===== config.mk =====
export PLATFORM = sky130hd
export DESIGN_NAME = gesa_front_flat
export DESIGN_NICKNAME = d
export VERILOG_FILES = /design/src/rtl/gesa_pkg.sv /design/src/rtl/gesa_if.sv /design/src/rtl/gesa_front.sv /design/src/flat_wrapper.sv
export SDC_FILE = /design/constraint.sdc
export NUM_CORES = 1
export LEC_CHECK = 0
export ABC_AREA = 1
export BUFFER_PORTS_ARGS = -buffer_cell sky130_fd_sc_hd__buf_2
export CORE_MARGIN = 5
export CORE_UTILIZATION = 52
export DETAILED_ROUTE_END_ITERATION = 6
export GPL_TIMING_DRIVEN = 0
export PLACE_DENSITY_LB_ADDON = 0.08
export SYNTH_ARGS = -nofsm -noshare
export SYNTH_HDL_FRONTEND = slang
export SYNTH_SLANG_ARGS = --single-unit

===== constraint.sdc =====
create_clock -name clock -period 6.19 [get_ports clock]
set_input_delay 1.5475 -clock clock [delete_from_list [all_inputs] [get_ports clock]]
set_output_delay 1.5475 -clock clock [all_outputs]
set_load 0.05 [all_outputs]

===== src/rtl/gesa_pkg.sv =====
// Shared types and constants of the grouped exponential score accumulator.
`timescale 1ns / 1ps

package gesa_pkg;

   localparam int NUM_FEATURES = 4;
   localparam int NUM_GROUPS   = 64;
   localparam int GROUP_W      = 6;
   localparam int FEAT_W       = 16;
   localparam int COUNT_W      = 16;
   localparam int SCORE_W      = 32;
   localparam int FIDX_W       = 2;
   localparam int ACC_W        = 64;
   localparam int QUOT_W       = 56;
   localparam int PROD_W       = 119;

   localparam logic CMD_ROW  = 1'b0;
   localparam logic CMD_EMIT = 1'b1;

   localparam logic signed [31:0] LOG2E_Q30 = 32'sd1549082005;
   localparam logic [30:0] PC1 = 31'd746442332;
   localparam logic [30:0] PC2 = 31'd242837236;
   localparam logic [30:0] PC3 = 31'd84462250;
   localparam logic signed [33:0] EXP_LIM = 34'sd201326592;
   localparam logic [82:0] CAP62 = 83'h4000_0000_0000_0000;
   localparam logic signed [64:0] WS_MAX = {2'b00, {63{1'b1}}};
   localparam logic signed [64:0] WS_MIN = -WS_MAX;
   localparam logic signed [64:0] SC_MAX = 65'sh0_7FFF_FFFF;
   localparam logic signed [64:0] SC_MIN = -65'sh0_8000_0000;

   typedef logic signed [FEAT_W-1:0] feat_type;

   typedef struct packed {
      logic                                 is_emit;
      logic [GROUP_W-1:0]                   group;
      logic [NUM_FEATURES-1:0][FEAT_W-1:0]  feat;
      logic [COUNT_W-1:0]                   count;
   } job_type;

   typedef struct packed {
      logic    valid;
      job_type job;
   } head_type;

   typedef struct packed {
      logic [ACC_W-1:0]                     exp_sum;
      logic [NUM_FEATURES-1:0][ACC_W-1:0]   ws;
   } row_type;

   localparam int ROW_W = $bits(row_type);

endpackage


===== src/rtl/gesa_if.sv =====
// Channel interfaces: row/emit requests, score responses and coefficient writes.
`timescale 1ns / 1ps

interface gesa_req_if;
   logic                valid;
   logic                ready;
   logic                cmd;
   logic [5:0]          group_index;
   logic signed [15:0]  feat_0;
   logic signed [15:0]  feat_1;
   logic signed [15:0]  feat_2;
   logic signed [15:0]  feat_3;
   logic [15:0]         observed_count;
   modport source (output valid, cmd, group_index, feat_0, feat_1, feat_2, feat_3,
                   observed_count, input ready);
   modport sink (input valid, cmd, group_index, feat_0, feat_1, feat_2, feat_3,
                 observed_count, output ready);
endinterface



===== src/rtl/gesa_front.sv =====
// Request front end: accepts items, decodes the command and queues jobs.
`timescale 1ns / 1ps

module gesa_front (
   input  logic              clock,
   input  logic              reset,
   gesa_req_if.sink          req_ch,
   output gesa_pkg::head_type head,
   input  logic              head_pop
);

   gesa_pkg::job_type job_ff [2];
   gesa_pkg::job_type job_in [2];
   logic       wr_ptr_ff, wr_ptr_in;
   logic       rd_ptr_ff, rd_ptr_in;
   logic [1:0] count_ff, count_in;
   logic       push;
   logic       pop;
   gesa_pkg::job_type incoming;

   always_comb begin
      incoming.is_emit = (req_ch.cmd == gesa_pkg::CMD_EMIT);
      incoming.group   = req_ch.group_index;
      incoming.feat[0] = req_ch.feat_0;
      incoming.feat[1] = req_ch.feat_1;
      incoming.feat[2] = req_ch.feat_2;
      incoming.feat[3] = req_ch.feat_3;
      incoming.count   = req_ch.observed_count;
   end

   assign req_ch.ready = (count_ff != 2'd2);
   assign push = req_ch.valid && req_ch.ready;
   assign pop  = head_pop && (count_ff != 2'd0);

   always_comb begin
      job_in    = job_ff;
      wr_ptr_in = wr_ptr_ff;
      rd_ptr_in = rd_ptr_ff;
      count_in  = count_ff;
      if (push) begin
         job_in[wr_ptr_ff] = incoming;
         wr_ptr_in = ~wr_ptr_ff;
      end
      if (pop) begin
         rd_ptr_in = ~rd_ptr_ff;
      end
      case ({push, pop})
         2'b10:   count_in = count_ff + 2'd1;
         2'b01:   count_in = count_ff - 2'd1;
         default: count_in = count_ff;
      endcase
   end

   always_ff @(posedge clock) begin
      if (reset) begin
         wr_ptr_ff <= 1'b0;
         rd_ptr_ff <= 1'b0;
         count_ff  <= 2'd0;
      end else begin
         wr_ptr_ff <= wr_ptr_in;
         rd_ptr_ff <= rd_ptr_in;
         count_ff  <= count_in;
      end
      job_ff <= job_in;
   end

   assign head.valid = (count_ff != 2'd0);
   assign head.job   = job_ff[rd_ptr_ff];

endmodule


===== src/flat_wrapper.sv =====
// flat-port wrapper written by rule: the top's interface ports become plain ports
module gesa_front_flat 
  (clock, reset, head, head_pop, req_ch_valid, req_ch_cmd, req_ch_group_index, req_ch_feat_0, req_ch_feat_1, req_ch_feat_2, req_ch_feat_3, req_ch_observed_count, req_ch_ready);
  gesa_req_if req_ch_i ();
  input  logic clock;
  input  logic reset;
  output gesa_pkg::head_type head;
  input  logic head_pop;
  input wire logic [$bits(req_ch_i.valid)-1:0] req_ch_valid;
  input wire logic [$bits(req_ch_i.cmd)-1:0] req_ch_cmd;
  input wire logic [$bits(req_ch_i.group_index)-1:0] req_ch_group_index;
  input wire logic [$bits(req_ch_i.feat_0)-1:0] req_ch_feat_0;
  input wire logic [$bits(req_ch_i.feat_1)-1:0] req_ch_feat_1;
  input wire logic [$bits(req_ch_i.feat_2)-1:0] req_ch_feat_2;
  input wire logic [$bits(req_ch_i.feat_3)-1:0] req_ch_feat_3;
  input wire logic [$bits(req_ch_i.observed_count)-1:0] req_ch_observed_count;
  output wire logic [$bits(req_ch_i.ready)-1:0] req_ch_ready;
  assign req_ch_i.valid = req_ch_valid;
  assign req_ch_i.cmd = req_ch_cmd;
  assign req_ch_i.group_index = req_ch_group_index;
  assign req_ch_i.feat_0 = req_ch_feat_0;
  assign req_ch_i.feat_1 = req_ch_feat_1;
  assign req_ch_i.feat_2 = req_ch_feat_2;
  assign req_ch_i.feat_3 = req_ch_feat_3;
  assign req_ch_i.observed_count = req_ch_observed_count;
  assign req_ch_ready = req_ch_i.ready;
  gesa_front u_core (.clock(clock), .reset(reset), .req_ch(req_ch_i), .head(head), .head_pop(head_pop));
endmodule

==> flow_summary.toml <==
[logic_synthesis]
synth_cell_types = 13
syn_area_um2 = 6553
avgSynthCellArea_um2 = 13.37
synth_top_area_share = 0.7974
yosysSeqAreaShare = 0.8096
synthCells = 490
synth_nets = 582
ys_ff_latch = 178
ys_warn_count = 0
yosys.area.top_type = "edfxtp_1"
ys_top_cells_by_area = "edfxtp_1, nand2_1, dfxtp_1, buf_2, buf_6"

[power]
pwr-share-comb = 0.313
p_leak_nw = 3.614
peakVddDrop_mv = 0.2464
power_mw = 3.639
switching_share = 0.3667
power_density_nw_per_um2 = 435.1
p_seq_frac = 0.414
p_int_mw = 2.305
p_clk_frac = 0.274
switchingPower_mw = 1.335

[route]
vias = 4113
routed_wl_mm = 13.19
ant_nets = 0
drcViolationCount = 0
first_pass_iters = 5
drtIter0Drc = 306
wl_per_cell_um = 15.01
viasPerCell = 4.679

[worst_hold_path]
hold_path_depth = 2
hp-class = "register to register"

[worst_setup_path]
crit_type = "register to output port"
worstPathMaxFanout = 10
endpoint_kind = "output port"
r2r_cells = 6
arrival_ps = 1700
start_kind = "register"
crit_required_ps = 4640

[floorplan]
die_x_um = 122.3
rows = 41
die_height_um = 122.3
coreArea_um2 = 12470
dieArea_um2 = 14950
io_pins = 180
start_util = 0.5256

[cells_and_area]
nets = 786
fillers = 962
drive_above_1_share = 0.3296
diodes = 0
final_cell_mix = "nand2_1, buf_2, edfxtp_1"
layout_commonest_cell = "nand2_1"
syn2layout_area_growth_pct = 27.65

[clock_network]
insertion_delay_ps = 420
numCtsBuffers = 17
cts.clk_slew.worst_paths_ps = 60
ctsResizeCount = 0
cts.sinks = 178
htree_levels = 4
cts_buffer_depth = 2
clockRootBuffer = "clkbuf_16"
cts_setup_buffers = 0
ctsHoldBuffers = 0
cts_tree = "built"

[sta]
drv_slew = 0
relSlewSlack = 0.7311
layout_min_cycle_time_ps = 3248
finalClockSkew_ps = 7.236
fin_setup_tns_ps = 0
max_freq_ghz = 0.3079
finalWorstSetupSlack_ps = 2942
rsz0062_at_grt = "false"
period_share = 0.5248
tightest_slew_ps = 402.4
whs_ps = 553.9
hold_viol = 0
setup_viol = 0

[run]
maxCapViolations = 0

[global_routing]
grt_max_degree = 33
grt_pass1_wl_mm = 20.51
grt-ovfl-total = 0
groute.usage.overall = 0.1840
first_global_vias = 4199
antenna_found_initial = 1

[place]
io_buffers = 179
place.gp.congestion = 0.7630
dp_slack_ps = 3215
place.detailed.hpwl_mm = 9.053

[status]
status = "complete, no violations"
-- final timing paths --
path                                                      start  slack, ps                         endpoint
worst max-delay path              u_core.rd_ptr_ff$_SDFFE_PP0P_       2940                         head[65]
worst min-delay path            u_core.count_ff[1]$_SDFFE_PP0P_        550  u_core.count_ff[1]$_SDFFE_PP0P_
worst max register to register  u_core.count_ff[0]$_SDFFE_PP0P_       4300     u_core.job_ff[154]$_DFFE_PP_
worst min register to register  u_core.count_ff[1]$_SDFFE_PP0P_        550  u_core.count_ff[1]$_SDFFE_PP0P_
-- cell usage after synthesis --
library cell  number
nand2_1          269
inv_4              1
dfxtp_1            4
o21ai_0            3
a21oi_1            2
buf_4              3
nor2_1             9
buf_6              4
edfxtp_1         174
ha_1               1
inv_1              7
nand4_1            1
buf_2             12
-- layer usage --
metal / global-route usage / vias up / share of wire
met4: 0.07348 / 2 / 0.016
met2: 0.3133 / 128 / 0.51
li1: - / 2057 / -
met1: 0.2112 / 1911 / 0.39
met5: 0 / - / 0.00053
met3: 0.06820 / 15 / 0.081
-- through the flow --
stage	utilization	std cells	area, um^2
2_1_floorplan	-	490	6553
3_3_place_gp	0.6148	841	7664
3_5_place_dp	0.6268	847	7814
4_1_cts	0.6710	879	8364
5_1_grt	0.6710	879	8364
6_report	0.6710	879	8364
-- power groups by stage --
stage / clock, mW / combinational, mW / sequential [mW]
5_1_grt: 1.08 / 1.22 / 1.52
2_1_floorplan: 0 / 0.841 / 1.54
3_3_place_gp: 0 / 1.11 / 1.55
6_report: 0.996 / 1.14 / 1.50
4_1_cts: 1.01 / 1.15 / 1.51
3_5_place_dp: 0 / 1.15 / 1.53
-- final cells by class --
cell class,count,area [um^2],area share
plain buffers,19,127.6,0.01526
clock inverters,14,121.4,0.01451
well taps,172,215.2,0.02573
inverters,8,32.53,0.003889
clock buffers,18,429.2,0.05131
flip-flops and latches,178,5305,0.6343
multi-input cells,285,1102,0.1318
repair buffers,185,1031,0.1233
-- kinds of logic (layout without fill, tap and decap cells) --
| group | count (synthesis) | count (layout) | share of synthesized area |
|---|---|---|---|
| simple gates | 279 | 279 | 0.1602 |
| flops | 178 | 178 | 0.8096 |
| buf+inv | 27 | 244 | 0.02444 |
| compound gates | 5 | 5 | 0.003818 |
| fa+ha+maj | 1 | 1 | 0.001909 |
-- worst max-delay path, stage by stage (launching register included) --
cell and delay (ps):
dfxtp_1 300, buf_4 170, inv_4 110, buf_6 150, buf_6 140, nand2_1 50
nand2_1 70, buf_2 270
-- state kept, by name (all words and copies together), names as in the netlist --
register	flops
u_core.rd_ptr_ff	1
u_core.count_ff	2
u_core.wr_ptr_ff	1
u_core.job_ff	174
Power figures use the tool's default switching activity.
